===== src/hdl/lsra_pkg.sv =====
// Shared types and constants for the linear scan register allocator.
// Holds the transfer payload structs and the compare unit result type.
// No dependencies.
package lsra_pkg;

	// Fixed field widths of the transfer payloads
	localparam int ID_W      = 16;
	localparam int KEY_W     = 16;
	localparam int FLD_POS_W = 16;
	localparam int OUT_REG_W = 4;
	localparam int STEP_W    = 16;
	localparam int CFG_W     = 5;

	// Defaults for the top level parameters
	localparam int DEF_MAX_PHYS_REGS = 16;
	localparam int DEF_POS_WIDTH     = 16;

	// One live interval
	typedef struct packed {
		logic                 start_list;
		logic [ID_W-1:0]      interval_id;
		logic [FLD_POS_W-1:0] interval_start;
		logic [FLD_POS_W-1:0] interval_end;
		logic [KEY_W-1:0]     tie_key;
	} in_item_t;

	// One allocation result
	typedef struct packed {
		logic                 assigned_valid;
		logic [OUT_REG_W-1:0] assigned_reg;
		logic                 spill_happened;
		logic [ID_W-1:0]      spilled_id;
		logic [STEP_W-1:0]    step_index;
	} out_item_t;

	// Compare unit flags
	typedef struct packed {
		logic expired;
		logic take;
	} cmp_res_t;

endpackage


===== src/hdl/lsra_cmp.sv =====
// Shared compare unit: expiry test and spill ordering of one active slot.
// Depends on lsra_pkg.
module lsra_cmp #(
	parameter int POS_W = lsra_pkg::DEF_POS_WIDTH
) (
	input  logic [POS_W-1:0]          cur_start,
	input  logic [POS_W-1:0]          slot_start,
	input  logic [POS_W-1:0]          slot_stop,
	input  logic [lsra_pkg::KEY_W-1:0] slot_key,
	input  logic [POS_W-1:0]          best_start,
	input  logic [POS_W-1:0]          best_stop,
	input  logic [lsra_pkg::KEY_W-1:0] best_key,
	output lsra_pkg::cmp_res_t        res
);
	import lsra_pkg::*;

	// slot expires when its end is at or before the new start;
	// spill order: later end, then smaller key, then smaller or equal start
	always_comb begin
		res.expired = (cur_start >= slot_stop);
		if (slot_stop != best_stop) begin
			res.take = (slot_stop > best_stop);
		end else if (slot_key != best_key) begin
			res.take = (slot_key < best_key);
		end else begin
			res.take = (slot_start <= best_start);
		end
	end

endmodule


===== src/hdl/lsra_slots.sv =====
// Active interval storage: flop array with one read and one write port.
// Entries above the fill count are never read. Depends on lsra_pkg.
module lsra_slots #(
	parameter int DEPTH = lsra_pkg::DEF_MAX_PHYS_REGS,
	parameter int IDX_W = 4,
	parameter int ENT_W = 68
) (
	input  logic             clk,
	input  logic             we,
	input  logic [IDX_W-1:0] widx,
	input  logic [ENT_W-1:0] wdata,
	input  logic [IDX_W-1:0] ridx,
	output logic [ENT_W-1:0] rdata
);
	import lsra_pkg::*;

	logic [ENT_W-1:0] mem_q [DEPTH];

	// write port
	always_ff @(posedge clk) begin
		if (we) begin
			mem_q[widx] <= wdata;
		end
	end

	// read port
	assign rdata = mem_q[ridx];

endmodule


===== src/hdl/linear_scan_register_allocator_unit.sv =====
// Linear scan register allocator, one live interval per transfer.
// The expiry walk covers the intervals active before the item (at most 16 at 16
// registers); one item in flight, so the next input transfer waits until the
// result is loaded into the output register, which out_stall can hold off.
// The expiry walk reads one slot a cycle through the shared compare unit.
// Reset (arst_n low): empty active list, all registers free, step 0, 16 registers.
module linear_scan_register_allocator_unit #(
	parameter int MAX_PHYS_REGS = lsra_pkg::DEF_MAX_PHYS_REGS,
	parameter int POS_WIDTH     = lsra_pkg::DEF_POS_WIDTH
) (
	input  logic                       clk,
	input  logic                       arst_n,
	input  logic                       in_valid,
	output logic                       in_stall,
	input  lsra_pkg::in_item_t         in_data,
	output logic                       out_valid,
	input  logic                       out_stall,
	output lsra_pkg::out_item_t        out_data,
	input  logic                       cfg_we,
	input  logic [lsra_pkg::CFG_W-1:0] cfg_wdata
);
	import lsra_pkg::*;

	localparam int IDX_W = (MAX_PHYS_REGS > 1) ? $clog2(MAX_PHYS_REGS) : 1;
	localparam int CNT_W = $clog2(MAX_PHYS_REGS + 1);

	typedef struct packed {
		logic [ID_W-1:0]      id;
		logic [POS_WIDTH-1:0] start;
		logic [POS_WIDTH-1:0] stop;
		logic [KEY_W-1:0]     key;
		logic [IDX_W-1:0]     phys;
	} slot_t;

	localparam int ENT_W = $bits(slot_t);

	localparam logic [2:0] ST_IDLE   = 3'd0;
	localparam logic [2:0] ST_EXP    = 3'd1;
	localparam logic [2:0] ST_DECIDE = 3'd2;
	localparam logic [2:0] ST_SHIFT  = 3'd3;
	localparam logic [2:0] ST_DONE   = 3'd4;

	logic [2:0]             state_q;
	logic [CFG_W-1:0]       nregs_q;
	slot_t                  cur_q;
	slot_t                  best_q;
	logic                   has_pick_q;
	logic [CNT_W-1:0]       pick_q;
	logic [CNT_W-1:0]       rd_q;
	logic [CNT_W-1:0]       wr_q;
	logic [CNT_W-1:0]       cnt_q;
	logic [MAX_PHYS_REGS-1:0] free_q;
	logic [STEP_W-1:0]      step_q;
	logic                   res_valid_q;
	logic [IDX_W-1:0]       res_reg_q;
	logic                   res_spill_q;
	logic [ID_W-1:0]        res_sid_q;
	logic                   out_valid_q;
	out_item_t              out_q;

	logic                   in_xfer;
	logic                   out_load;
	logic                   rd_end;
	logic [CNT_W-1:0]       k_eff;
	logic                   lt_k;
	logic                   free_found;
	logic [IDX_W-1:0]       free_idx;
	logic [ENT_W-1:0]       rd_bits;
	slot_t                  slot_rd;
	cmp_res_t               cmp;
	logic                   wr_en;
	logic [IDX_W-1:0]       wr_idx;
	slot_t                  wr_ent;

	assign in_stall  = (state_q != ST_IDLE);
	assign in_xfer   = in_valid && !in_stall;
	assign out_load  = (state_q == ST_DONE) && (!out_valid_q || !out_stall);
	assign out_valid = out_valid_q;
	assign out_data  = out_q;
	assign rd_end    = (rd_q == cnt_q);
	assign slot_rd   = slot_t'(rd_bits);

	// effective register count, capped at the physical maximum
	always_comb begin
		if (int'(nregs_q) > MAX_PHYS_REGS) begin
			k_eff = CNT_W'(MAX_PHYS_REGS);
		end else begin
			k_eff = CNT_W'(nregs_q);
		end
	end
	assign lt_k = (cnt_q < k_eff);

	// lowest free register below the effective count
	always_comb begin
		free_found = 1'b0;
		free_idx   = '0;
		for (int r = MAX_PHYS_REGS - 1; r >= 0; r--) begin
			if (free_q[r] && (r < int'(k_eff))) begin
				free_found = 1'b1;
				free_idx   = IDX_W'(r);
			end
		end
	end

	// slot store
	lsra_slots #(
		.DEPTH (MAX_PHYS_REGS),
		.IDX_W (IDX_W),
		.ENT_W (ENT_W)
	) u_slots (
		.clk   (clk),
		.we    (wr_en),
		.widx  (wr_idx),
		.wdata (ENT_W'(wr_ent)),
		.ridx  (rd_q[IDX_W-1:0]),
		.rdata (rd_bits)
	);

	// shared compare unit
	lsra_cmp #(
		.POS_W (POS_WIDTH)
	) u_cmp (
		.cur_start  (cur_q.start),
		.slot_start (slot_rd.start),
		.slot_stop  (slot_rd.stop),
		.slot_key   (slot_rd.key),
		.best_start (best_q.start),
		.best_stop  (best_q.stop),
		.best_key   (best_q.key),
		.res        (cmp)
	);

	// slot write port: compaction, append, victim removal
	always_comb begin
		wr_en  = 1'b0;
		wr_idx = wr_q[IDX_W-1:0];
		wr_ent = slot_rd;
		case (state_q)
			ST_EXP: begin
				wr_en = !rd_end && !cmp.expired;
			end
			ST_DECIDE: begin
				wr_en       = lt_k && free_found;
				wr_idx      = cnt_q[IDX_W-1:0];
				wr_ent      = cur_q;
				wr_ent.phys = free_idx;
			end
			ST_SHIFT: begin
				wr_en = 1'b1;
				if (rd_end) begin
					wr_ent      = cur_q;
					wr_ent.phys = best_q.phys;
				end
			end
			default: begin
				wr_en = 1'b0;
			end
		endcase
	end

	// configuration register
	always_ff @(posedge clk or negedge arst_n) begin
		if (!arst_n) begin
			nregs_q <= CFG_W'(16);
		end else if (cfg_we) begin
			nregs_q <= cfg_wdata;
		end
	end

	// sequencer and control state
	always_ff @(posedge clk or negedge arst_n) begin
		if (!arst_n) begin
			state_q    <= ST_IDLE;
			cnt_q      <= '0;
			free_q     <= '1;
			step_q     <= '0;
			rd_q       <= '0;
			wr_q       <= '0;
			has_pick_q <= 1'b0;
		end else begin
			case (state_q)
				ST_IDLE: begin
					if (in_xfer) begin
						if (in_data.start_list) begin
							cnt_q  <= '0;
							free_q <= '1;
							step_q <= '0;
						end
						rd_q       <= '0;
						wr_q       <= '0;
						has_pick_q <= 1'b0;
						state_q    <= ST_EXP;
					end
				end
				ST_EXP: begin
					if (rd_end) begin
						cnt_q   <= wr_q;
						state_q <= ST_DECIDE;
					end else begin
						rd_q <= rd_q + CNT_W'(1);
						if (cmp.expired) begin
							free_q[slot_rd.phys] <= 1'b1;
						end else begin
							wr_q <= wr_q + CNT_W'(1);
							if (cmp.take) begin
								has_pick_q <= 1'b1;
							end
						end
					end
				end
				ST_DECIDE: begin
					if (lt_k) begin
						if (free_found) begin
							free_q[free_idx] <= 1'b0;
							cnt_q            <= cnt_q + CNT_W'(1);
						end
						state_q <= ST_DONE;
					end else if (!has_pick_q) begin
						state_q <= ST_DONE;
					end else begin
						rd_q    <= pick_q + CNT_W'(1);
						wr_q    <= pick_q;
						state_q <= ST_SHIFT;
					end
				end
				ST_SHIFT: begin
					if (rd_end) begin
						free_q[best_q.phys] <= 1'b0;
						state_q             <= ST_DONE;
					end else begin
						rd_q <= rd_q + CNT_W'(1);
						wr_q <= wr_q + CNT_W'(1);
					end
				end
				ST_DONE: begin
					if (out_load) begin
						step_q  <= step_q + STEP_W'(1);
						state_q <= ST_IDLE;
					end
				end
				default: begin
					state_q <= ST_IDLE;
				end
			endcase
		end
	end

	// item, spill candidate and result registers
	always_ff @(posedge clk) begin
		if (in_xfer) begin
			cur_q.id    <= in_data.interval_id;
			cur_q.start <= POS_WIDTH'(in_data.interval_start);
			cur_q.stop  <= POS_WIDTH'(in_data.interval_end);
			cur_q.key   <= in_data.tie_key;
			cur_q.phys  <= '0;
			best_q.id    <= in_data.interval_id;
			best_q.start <= POS_WIDTH'(in_data.interval_start);
			best_q.stop  <= POS_WIDTH'(in_data.interval_end);
			best_q.key   <= in_data.tie_key;
			best_q.phys  <= '0;
		end
		if ((state_q == ST_EXP) && !rd_end && !cmp.expired && cmp.take) begin
			best_q <= slot_rd;
			pick_q <= wr_q;
		end
		if (state_q == ST_DECIDE) begin
			res_spill_q <= !lt_k;
			if (lt_k) begin
				res_sid_q   <= '0;
				res_valid_q <= free_found;
				res_reg_q   <= free_idx;
			end else if (!has_pick_q) begin
				res_sid_q   <= cur_q.id;
				res_valid_q <= 1'b0;
				res_reg_q   <= '0;
			end else begin
				res_sid_q   <= best_q.id;
				res_valid_q <= 1'b1;
				res_reg_q   <= best_q.phys;
			end
		end
		if (out_load) begin
			out_q.assigned_valid <= res_valid_q;
			out_q.assigned_reg   <= res_valid_q ? OUT_REG_W'(res_reg_q) : '0;
			out_q.spill_happened <= res_spill_q;
			out_q.spilled_id     <= res_sid_q;
			out_q.step_index     <= step_q;
		end
	end

	// output register valid
	always_ff @(posedge clk or negedge arst_n) begin
		if (!arst_n) begin
			out_valid_q <= 1'b0;
		end else if (out_load) begin
			out_valid_q <= 1'b1;
		end else if (!out_stall) begin
			out_valid_q <= 1'b0;
		end
	end

`ifndef SYNTHESIS
	a_cnt_range: assert property (@(posedge clk) disable iff (!arst_n)
		cnt_q <= CNT_W'(MAX_PHYS_REGS))
		else $error("active count above register maximum");

	a_alloc_busy: assert property (@(posedge clk) disable iff (!arst_n)
		(state_q == ST_DECIDE && lt_k && free_found) |=> !free_q[$past(free_idx)])
		else $error("allocated register still marked free");

	a_shift_gap: assert property (@(posedge clk) disable iff (!arst_n)
		(state_q == ST_SHIFT) |-> (rd_q == wr_q + CNT_W'(1)))
		else $error("victim removal pointers out of step");

	a_out_src: assert property (@(posedge clk) disable iff (!arst_n)
		$rose(out_valid_q) |-> ($past(state_q) == ST_DONE))
		else $error("result presented outside completion");
`endif

endmodule


===== config.mk =====
export PLATFORM = sky130hd
export DESIGN_NAME = linear_scan_register_allocator_unit
export DESIGN_NICKNAME = d
export VERILOG_FILES = /design/src/hdl/lsra_pkg.sv /design/src/hdl/lsra_cmp.sv /design/src/hdl/lsra_slots.sv /design/src/hdl/linear_scan_register_allocator_unit.sv
export SDC_FILE = /design/constraint.sdc
export NUM_CORES = 1
export LEC_CHECK = 0
export BUFFER_PORTS_ARGS = -buffer_cell sky130_fd_sc_hd__buf_2
export CORE_ASPECT_RATIO = 1.4
export CORE_MARGIN = 3
export CORE_UTILIZATION = 40
export CTS_CLUSTER_DIAMETER = 80
export DETAILED_ROUTE_END_ITERATION = 8
export PLACE_DENSITY = 0.53
export REMOVE_ABC_BUFFERS = 1
export SLEW_MARGIN = 20
export SYNTH_ARGS = -nofsm -noshare
export SYNTH_HDL_FRONTEND = slang
export SYNTH_SLANG_ARGS = --single-unit

===== constraint.sdc =====
create_clock -name clk -period 9.8 [get_ports clk]
set_input_delay 1.96 -clock clk [delete_from_list [all_inputs] [get_ports clk]]
set_output_delay 1.96 -clock clk [all_outputs]
set_load 0.03 [all_outputs]

==> impl_metrics.ini, run 1 <==
[pwr]
vdd_drop_max_v = 0.0002200
powerDensity_nw_per_um2 = 373.0
total_power_mw = 23.12
cellLeakagePower_nw = 20.22

[worst_setup_path]
r2r_cells = 15
r2r_start = rd_q[0]$_DFFE_PN0P_
reg2reg_to = u_slots.mem_q[6][36]$_DFFE_PP_
cp-end-kind = flop
critPathLaunchType = flop
r2r_setup_slack_ps = 2680
path_class = reg -> reg
crit_required_ps = 10170
crit_fanout = 44
cp.arrival_ps = 7500

[floorplan]
initial_utilization_pct = 40.48
coreArea_um2 = 134900
io_pins = 115
rows = 159
fp.dieW_um = 318.2
die_y_um = 443.1
die_area_um2 = 141000

[routing]
routed_wirelength_um = 137100
drt_iter0_drc = 2464
wl_met3_um = 6107
first_pass_iters = 7
drc = 0
avgRoutedWirePerCell_um = 28.77
ant_nets = 0
top_layer_used = met4
vias_per_cell = 5.690
wl_met2_um = 71810
routedLengthMet1_um = 55980
num_vias = 27120

[clock_network]
path_clk_slew_ps = 60
cts.path.max_buffers = 3
post_cts_buffers = 0
cts_tree = done
cts_made_buffers = 137
cts_resized = 0
clock_sinks = 1342
ctsHoldBuffers = 0
htree_levels = 4
clock-root-buffer = clkbuf_16
clock_latency_ps = 760

[timing]
post-route-min-period_ps = 7124
skew_ps = 29.64
hold_violations = 0
worstMarginPinSlew_ps = 1096
maxSlewViolCount = 0
fmax_ghz = 0.1404
fin_crit_sh_pct = 72.70
slew_headroom_pct = 26.91
rsz0062_at_grt = false
setup_viol = 0
setup_tns_ps = 0

[yosys]
synth_mux_area_share_pct = 17.00
syn_inst = 2716
yosys.area_share.simple_pct = 2.697
synth_edf_count = 1285
synthDistinctLibCells = 83
synth_seq_cells = 1342
synth_async_sr_flop_share_pct = 4.247
syn_area_um2 = 54590
synthXorXnorAreaFrac_pct = 0.2406
avgSynthCellArea_um2 = 20.10
synth_top_family_by_area = multiplexers
synthFlopType = edfxtp_1
synth_warnings = 0
synthAdderAreaFrac_pct = 1.650
synth-compound-area-share_pct = 3.209
yosysSeqAreaShare_pct = 73.33

[global_routing]
grt_pass1_wl_um = 202300
antenna_found_initial = 2
overflow = 0
grt_pass1_vias = 28960
grtUsageTotal_pct = 19.53
grt_max_degree = 96

[run_status]
status = finished clean

[cells_and_area]
fill_cells = 11390
multi_input_area_um2 = 13700
regArea_um2 = 40050
layout.cells.non_filler = 4767
final_cell_mix = 1285 x edfxtp_1, 337 x mux4_2, 144 x clkbuf_16, 131 x mux2_2, 114 x buf_2
layout_commonest_cell = edfxtp_1
syn2layout_area_growth_pct = 13.52
drive_gt1_share_pct = 29.94
num_antenna_cells = 0
nets = 3034

[placement]
dp_hpwl_um = 78150
port_buffers = 114
placed_cells = 4519
routabilityCongestion = 0.8353

[min_path]
min-delay-start = res_sid_q[6]$_SDFFCE_PP0P_
holdPathStages = 0
min_path_type = reg -> reg
hold_end = out_data[22]$_DFFE_PP_

[flow_run]
maxCapViolCount = 0
worst max-delay path, cell delays in order (launching register included):
cell,delay (ps)
dfrtp_4,1060
buf_4,410
mux4_2,540
mux4_2,580
inv_1,100
ha_1,230
a21o_1,180
a221o_1,330
a221oi_1,320
o21a_1,380
and3_1,390
nand2b_1,210
o21ai_1,280
nor2_4,180
buf_4,670
buf_4,780
report_power, final:
| part | internal, mW | total (mW) | switching (mW) | leakage, nW |
|---|---|---|---|---|
| Combinational | 2.97 | 8.11 | 5.14 | 5.70 |
| Clock | 3.05 | 5.23 | 2.18 | 2.19 |
| Sequential | 9.29 | 9.78 | 0.489 | 12.3 |
kinds of logic after synthesis:
kind of cell | after synthesis
buffers and inverters | 230
XOR/XNOR | 15
adder cells (fa/ha/maj) | 72
AND/OR/NAND/NOR | 305
AO/OA/AOI/OAI | 263
flip-flops | 1342
multiplexers | 489
final cells by class:
type | count | share of cell area [%]
clock inverters | 78 | 1.244
repair buffers | 168 | 1.877
flip-flops and latches | 1342 | 64.61
multi-input cells | 1144 | 22.11
inverters | 94 | 0.5814
well taps | 1771 | 3.575
clock buffers | 170 | 6.004
routing by layer:
layer,track usage (%),vias up
met2,34.20,787
met5,0,-
met4,5.157,0
met3,3.249,208
met1,25.26,14600
li1,-,11530
worst max-delay path by stage:
stage	endpoint	cells after the start	from	slack, ps
detailed placement	u_slots.mem_q[6][18]$_DFFE_PP_	15	rd_q[0]$_DFFE_PN0P_	2440
finish	u_slots.mem_q[6][36]$_DFFE_PP_	15	rd_q[0]$_DFFE_PN0P_	2680
CTS	u_slots.mem_q[6][36]$_DFFE_PP_	15	rd_q[0]$_DFFE_PN0P_	2410
global route	u_slots.mem_q[6][36]$_DFFE_PP_	15	rd_q[0]$_DFFE_PN0P_	2360
floorplan	best_q[0]$_SDFFCE_PN0P_	10	rd_q[0]$_DFFE_PN0P_	-6850
global placement	u_slots.mem_q[6][12]$_DFFE_PP_	15	rd_q[0]$_DFFE_PN0P_	2560
through the flow:
stage | hold slack, ps | area (µm²) | util [%] | setup WS (ps)
6_report | 416.4 | 61980 | 45.95 | 2676
5_1_grt | 423.4 | 61980 | 45.95 | 2358
4_1_cts | 420.1 | 61970 | 45.95 | 2412
3_5_place_dp | 406.3 | 57480 | 42.62 | 2438
3_3_place_gp | 411.5 | 57440 | 42.59 | 2561
2_1_floorplan | 400.3 | 53920 | - | -6853
registers in the layout, indices dropped and copies added, names as in the netlist, 16 cells and up:
register	cells
free_q	16
out_data	38
best_q	68
res_sid_q	16
step_q	16
u_slots.mem_q	1088
cur_q	64
synth_stat cells (all sizes together), types with 6 or more instances:
cell	n	share of area, %
edfxtp	1285	71
mux4	337	14
mux2	134	2.8
inv	94	0.65
buf	90	0.91
nor2	86	0.59
nand2	83	0.58
o21ai	74	0.69
ha	72	1.7
a21oi	55	0.52
clkbuf	46	0.32
dfrtp	40	1.8
nand3	32	0.29
a31oi	22	0.28
nor3	22	0.20
mux2i	18	0.33
dfstp	17	0.82
nand4	16	0.18
o22ai	15	0.17
a21o	13	0.18
a221o	13	0.24
and3	13	0.16
nor2b	12	0.14
xor2	12	0.19
nand2b	9	0.10
a211oi	8	0.12
and2	7	0.080
o211ai	7	0.096
o21a	7	0.096
a221oi	6	0.096
Power figures use the tool's default switching activity.
==> run 2, diff against run 1 <==
Clock period 9.8 ns to 7.3 ns, I/O delays scaled along.
==> impl_metrics.ini, run 2 (same netlist as run 1, synthesis figures left out) <==
[clock_network]
cts_made_buffers = 135
path_clk_slew_ps = 60
cts_tree = done
clock-root-buffer = clkbuf_16
ctsHoldBuffers = 0
cts_resized = 0
cts.path.max_buffers = 3
clock_sinks = 1342
htree_levels = 4
post_cts_buffers = 0
clock_latency_ps = 760

[placement]
pre_cts_ws_ps = 1124
dp_hpwl_um = 79410
port_buffers = 114
routabilityCongestion = 0.8219

[floorplan]
coreArea_um2 = 134900
initial_utilization_pct = 40.48
die_y_um = 443.1
io_pins = 115
die_area_um2 = 141000
fp.dieW_um = 318.2
rows = 159

[cells_and_area]
top_register = u_slots.mem_q
num_antenna_cells = 0
fill_cells = 11320
layout_commonest_cell = edfxtp_1
syn2layout_area_growth_pct = 13.60
nets = 3053
drive_gt1_share_pct = 30.24
final_cell_mix = 1285 x edfxtp_1, 337 x mux4_2, 141 x clkbuf_16, 131 x mux2_2, 114 x buf_2
largest_reg_flops = 1088
top_regs = u_slots.mem_q: 1088 flops, best_q: 68 flops, cur_q: 64 flops

[global_routing]
grt_pass1_wl_um = 203800
grt_pass1_vias = 28930
grt_max_degree = 69
overflow = 0
antenna_found_initial = 2
grtUsageTotal_pct = 19.71

[worst_setup_path]
crit_required_ps = 7790
path_class = reg -> reg
crit_fanout = 33
cp-end-kind = flop
critPathLaunchType = flop
cp.arrival_ps = 6560

[run_status]
status = finished clean

[routing]
first_pass_iters = 7
routed_wirelength_um = 138500
vias_per_cell = 5.698
num_vias = 27260
ant_nets = 0
drc = 0
drt_iter0_drc = 2535
avgRoutedWirePerCell_um = 28.96

[pwr]
vdd_drop_max_v = 0.0002704
powerDensity_nw_per_um2 = 498.8
cellLeakagePower_nw = 20.26

[timing]
slew_headroom_pct = 21.90
fin_crit_sh_pct = 83.12
skew_ps = 31.04
worstMarginPinSlew_ps = 1166
setup_viol = 0
fin_ws_ps = 1232
hold_violations = 0
maxSlewViolCount = 0
fmax_ghz = 0.1648
setup_tns_ps = 0
rsz0062_at_grt = false
post-route-min-period_ps = 6068

[min_path]
min_path_type = reg -> reg

[flow_run]
maxCapViolCount = 0
run 2: cell count changes in the layout (fill, tap and decap cells not counted), sizes merged:
cell      previous run  this run
clkbuf             170       172
clkinvlp             5         3
clkinv              56        46
buf                168       189
inv                 98       108
bufinv              13         9
run 2: worst paths after layout:
check                                          to  slack (ps)  cells after the start                       start
max                          best_q[52]$_DFFE_PP_        1230                     13         rd_q[0]$_DFFE_PN0P_
min                        out_data[17]$_DFFE_PP_         410                      0  res_sid_q[1]$_SDFFCE_PP0P_
max reg2reg                  best_q[52]$_DFFE_PP_        1230                     13         rd_q[0]$_DFFE_PN0P_
min reg2reg                out_data[17]$_DFFE_PP_         410                      0  res_sid_q[1]$_SDFFCE_PP0P_
max in group asynchronous     rd_q[0]$_DFFE_PN0P_        5810                      2                      arst_n
min in group asynchronous  step_q[14]$_DFFE_PN0P_         850                      2                      arst_n
run 2: per-stage QoR:
step | util (%) | std cells | power (mW) | cell area, µm² | hold WS [ps]
after detailed placement | 42.78 | 4540 | 24.46 | 57710 | 405.6
after CTS | 45.97 | 4784 | 31.31 | 62000 | 395.5
after global routing | 45.98 | 4784 | 32.57 | 62020 | 407.4
after floorplan | - | 2580 | 20.80 | 53920 | 400.3
final | 45.98 | 4784 | 30.94 | 62020 | 408.8
after global placement | 42.78 | 4540 | 24.12 | 57710 | 408.3
run 2: worst max-delay path: stages (launching register included):
cell	delay [ps]
dfrtp_4	860
buf_4	430
mux4_2	540
mux4_2	600
ha_1	320
nand4_1	110
nor2_1	60
nand2_1	80
or3_1	240
o2111ai_1	170
o21ai_0	580
a31o_4	650
buf_4	610
mux2_2	410
run 2: power breakdown:
part           switching, mW  total (mW)  internal (mW)
Combinational           6.98        11.1           4.10
Sequential             0.630        13.1           12.5
Clock                   2.89        6.77           3.88
Total                   10.5        30.9           20.4
run 2: cell type report:
cell class | count | area (µm²) | area share [%]
Clock buffer | 172 | 3655 | 5.893
Clock inverter | 72 | 636.9 | 1.027
Inverter | 94 | 360.3 | 0.5810
Multi-Input combinational cell | 1144 | 13720 | 22.13
Sequential cell | 1342 | 40050 | 64.57
Tap cell | 1771 | 2216 | 3.573
Timing Repair Buffer | 189 | 1384 | 2.231
run 2: per-layer routing:
| layer | vias up | track usage [%] | wire (µm) |
|---|---|---|---|
| met5 | - | 0 | 13 |
| met4 | 2 | 5.457 | 3255 |
| met3 | 198 | 3.052 | 6409 |
| met2 | 836 | 33.67 | 71100 |
| met1 | 14650 | 26.32 | 57750 |
| li1 | 11570 | - | - |
==> run 3, diff against run 2 <==
Clock period 7.3 ns to 6.3 ns, I/O delays scaled along.
==> impl_metrics.ini, run 3 (same netlist as run 1, synthesis figures left out) <==
[worst_setup_path]
crit_required_ps = 6750
r2r_start = rd_q[0]$_DFFE_PN0P_
path_class = reg -> reg
reg2reg_to = best_q[41]$_DFFE_PP_
r2r_setup_slack_ps = 390
r2r_cells = 14
path_cells = buf_4 -> buf_4 -> mux4_2 -> mux4_2 -> ha_1 -> nand4_1 -> nor2_1 -> nand3_1 -> nor3_1 -> and3_1 -> o221ai_1 -> a31o_4 -> nand2_4 -> buf_12
critPathLaunch = rd_q[0]$_DFFE_PN0P_
crit_fanout = 34
max_stage_delay_ps = 700
cp-end-kind = flop
slowest_stage = dfrtp_4
cp.arrival_ps = 6350
critPathLaunchType = flop
cp-endpoint = best_q[41]$_DFFE_PP_

[min_path]
min_path_type = reg -> reg

[routing]
num_vias = 27200
first_pass_iters = 5
drt_iter0_drc = 2352
drc = 0
routed_wirelength_um = 137000
vias_per_cell = 5.668
ant_nets = 0
avgRoutedWirePerCell_um = 28.55

[pwr]
switchingPower_mw = 12.24
vdd_drop_max_v = 0.0004042
p_int_mw = 24.10
combPwrFrac_pct = 35.8
cellLeakagePower_nw = 20.42
power_frac_seq_pct = 41.6
switching_share_pct = 33.69
powerDensity_nw_per_um2 = 581.9
total_power_mw = 36.34
clockPowerShare_pct = 22.6

[timing]
fin_crit_sh_pct = 93.79
fmax_ghz = 0.1692
hold_violations = 0
rsz0062_at_grt = false
skew_ps = 29.13
slew_headroom_pct = 22.18
post-route-min-period_ps = 5908
worstMarginPinSlew_ps = 1162
setup_tns_ps = 0
setup_viol = 0
maxSlewViolCount = 0

[clock_network]
cts.path.max_buffers = 3
cts_made_buffers = 135
path_clk_slew_ps = 60
htree_levels = 4
cts_resized = 0
clock_latency_ps = 760
ctsHoldBuffers = 0
clock-root-buffer = clkbuf_16
cts_tree = done
post_cts_buffers = 0
clock_sinks = 1342

[cells_and_area]
largest_reg_flops = 1088
fill_cells = 11290
top_regs = u_slots.mem_q: 1088 flops, best_q: 68 flops, cur_q: 64 flops
layout_commonest_cell = edfxtp_1
drive_gt1_share_pct = 30.94
final_cell_mix = 1285 x edfxtp_1, 337 x mux4_2, 140 x clkbuf_16, 131 x mux2_2, 114 x buf_2
utilization_pct = 46.30
nets = 3065
top_register = u_slots.mem_q
syn2layout_area_growth_pct = 14.38

[floorplan]
die_area_um2 = 141000
rows = 159
coreArea_um2 = 134900
initial_utilization_pct = 40.48
die_y_um = 443.1
io_pins = 115
fp.dieW_um = 318.2

[global_routing]
grtUsageMet2_pct = 33.84
grt_pass1_vias = 28780
use_met1_pct = 25.52
grt_util_met3_pct = 2.764
grt_pass1_wl_um = 200800
overflow = 0
grt_max_degree = 58
antenna_found_initial = 6
busiest_layer = met2
grtUsageTotal_pct = 19.46

[run_status]
status = finished clean

[placement]
port_buffers = 114
routabilityCongestion = 0.8399
dp_hpwl_um = 79630

[flow_run]
maxCapViolCount = 0
-- run 3: cell count changes in the layout (fill, tap and decap cells not counted), sizes merged --
cell / delta
buf: +12
clkbuf: -11
bufinv: +8
clkinvlp: +7
inv: -6
clkinv: +2
diode: +2
-- run 3: cell type report --
cell class / instances / area (µm²) / share of cell area, %
clock inverter: 83 / 939.7 / 1.505
clock buffer: 161 / 3582 / 5.736
tap: 1771 / 2216 / 3.548
sequential: 1342 / 40050 / 64.13
antenna: 2 / 5.005 / 0.008014
timing repair buffer: 201 / 1587 / 2.541
inverter: 94 / 360.3 / 0.5770
multi-input combinational: 1144 / 13710 / 21.96
-- run 3: per-stage QoR --
stage / cell area, µm² / hold slack, ps / setup slack, ps / std cells
2_1_floorplan: 53920 / 400.3 / -10350 / 2580
3_3_place_gp: 57910 / 405.4 / 311.6 / 4552
3_5_place_dp: 57910 / 405.4 / 257.6 / 4552
4_1_cts: 62430 / 424.9 / 206.6 / 4796
5_1_grt: 62440 / 431.8 / 37.84 / 4796
6_report: 62450 / 422.7 / 391.5 / 4798
-- run 3: worst min path at each step --
stage	from	to	slack [ps]	depth (start not counted)
after floorplan	res_sid_q[0]$_SDFFCE_PP0P_	out_data[16]$_DFFE_PP_	400	0
final	res_sid_q[11]$_SDFFCE_PP0P_	out_data[27]$_DFFE_PP_	420	0
after global placement	res_sid_q[0]$_SDFFCE_PP0P_	out_data[16]$_DFFE_PP_	410	0
after detailed placement	res_spill_q$_DFFE_PP_	out_data[32]$_DFFE_PP_	410	0
after global routing	res_sid_q[5]$_SDFFCE_PP0P_	out_data[21]$_DFFE_PP_	430	0
after CTS	res_sid_q[11]$_SDFFCE_PP0P_	out_data[27]$_DFFE_PP_	420	0
-- run 3: power groups by stage --
stage	Sequential, mW	Combinational, mW	Clock (mW)
2_1_floorplan	15.4	8.32	0
3_3_place_gp	15.2	12.9	0
3_5_place_dp	15.3	13.2	0
4_1_cts	15.1	13.3	8.43
5_1_grt	15.2	14.2	8.77
6_report	15.1	13.0	8.22
-- run 3: critical path: cells and delay by family (launching register included) --
family / cells / cell delay [ps]
AND/OR/NAND/NOR: 6 / 1660
buffers and inverters: 3 / 1210
multiplexers: 2 / 1170
flip-flops: 1 / 700
AO/OA/AOI/OAI: 2 / 460
adder cells (fa/ha/maj): 1 / 320
-- run 3: per-layer routing --
metal	share of wire (%)	vias to the layer above
met5	0.0095	-
met4	2.4	2
met1	41	14610
li1	-	11610
met2	52	773
met3	4.3	198
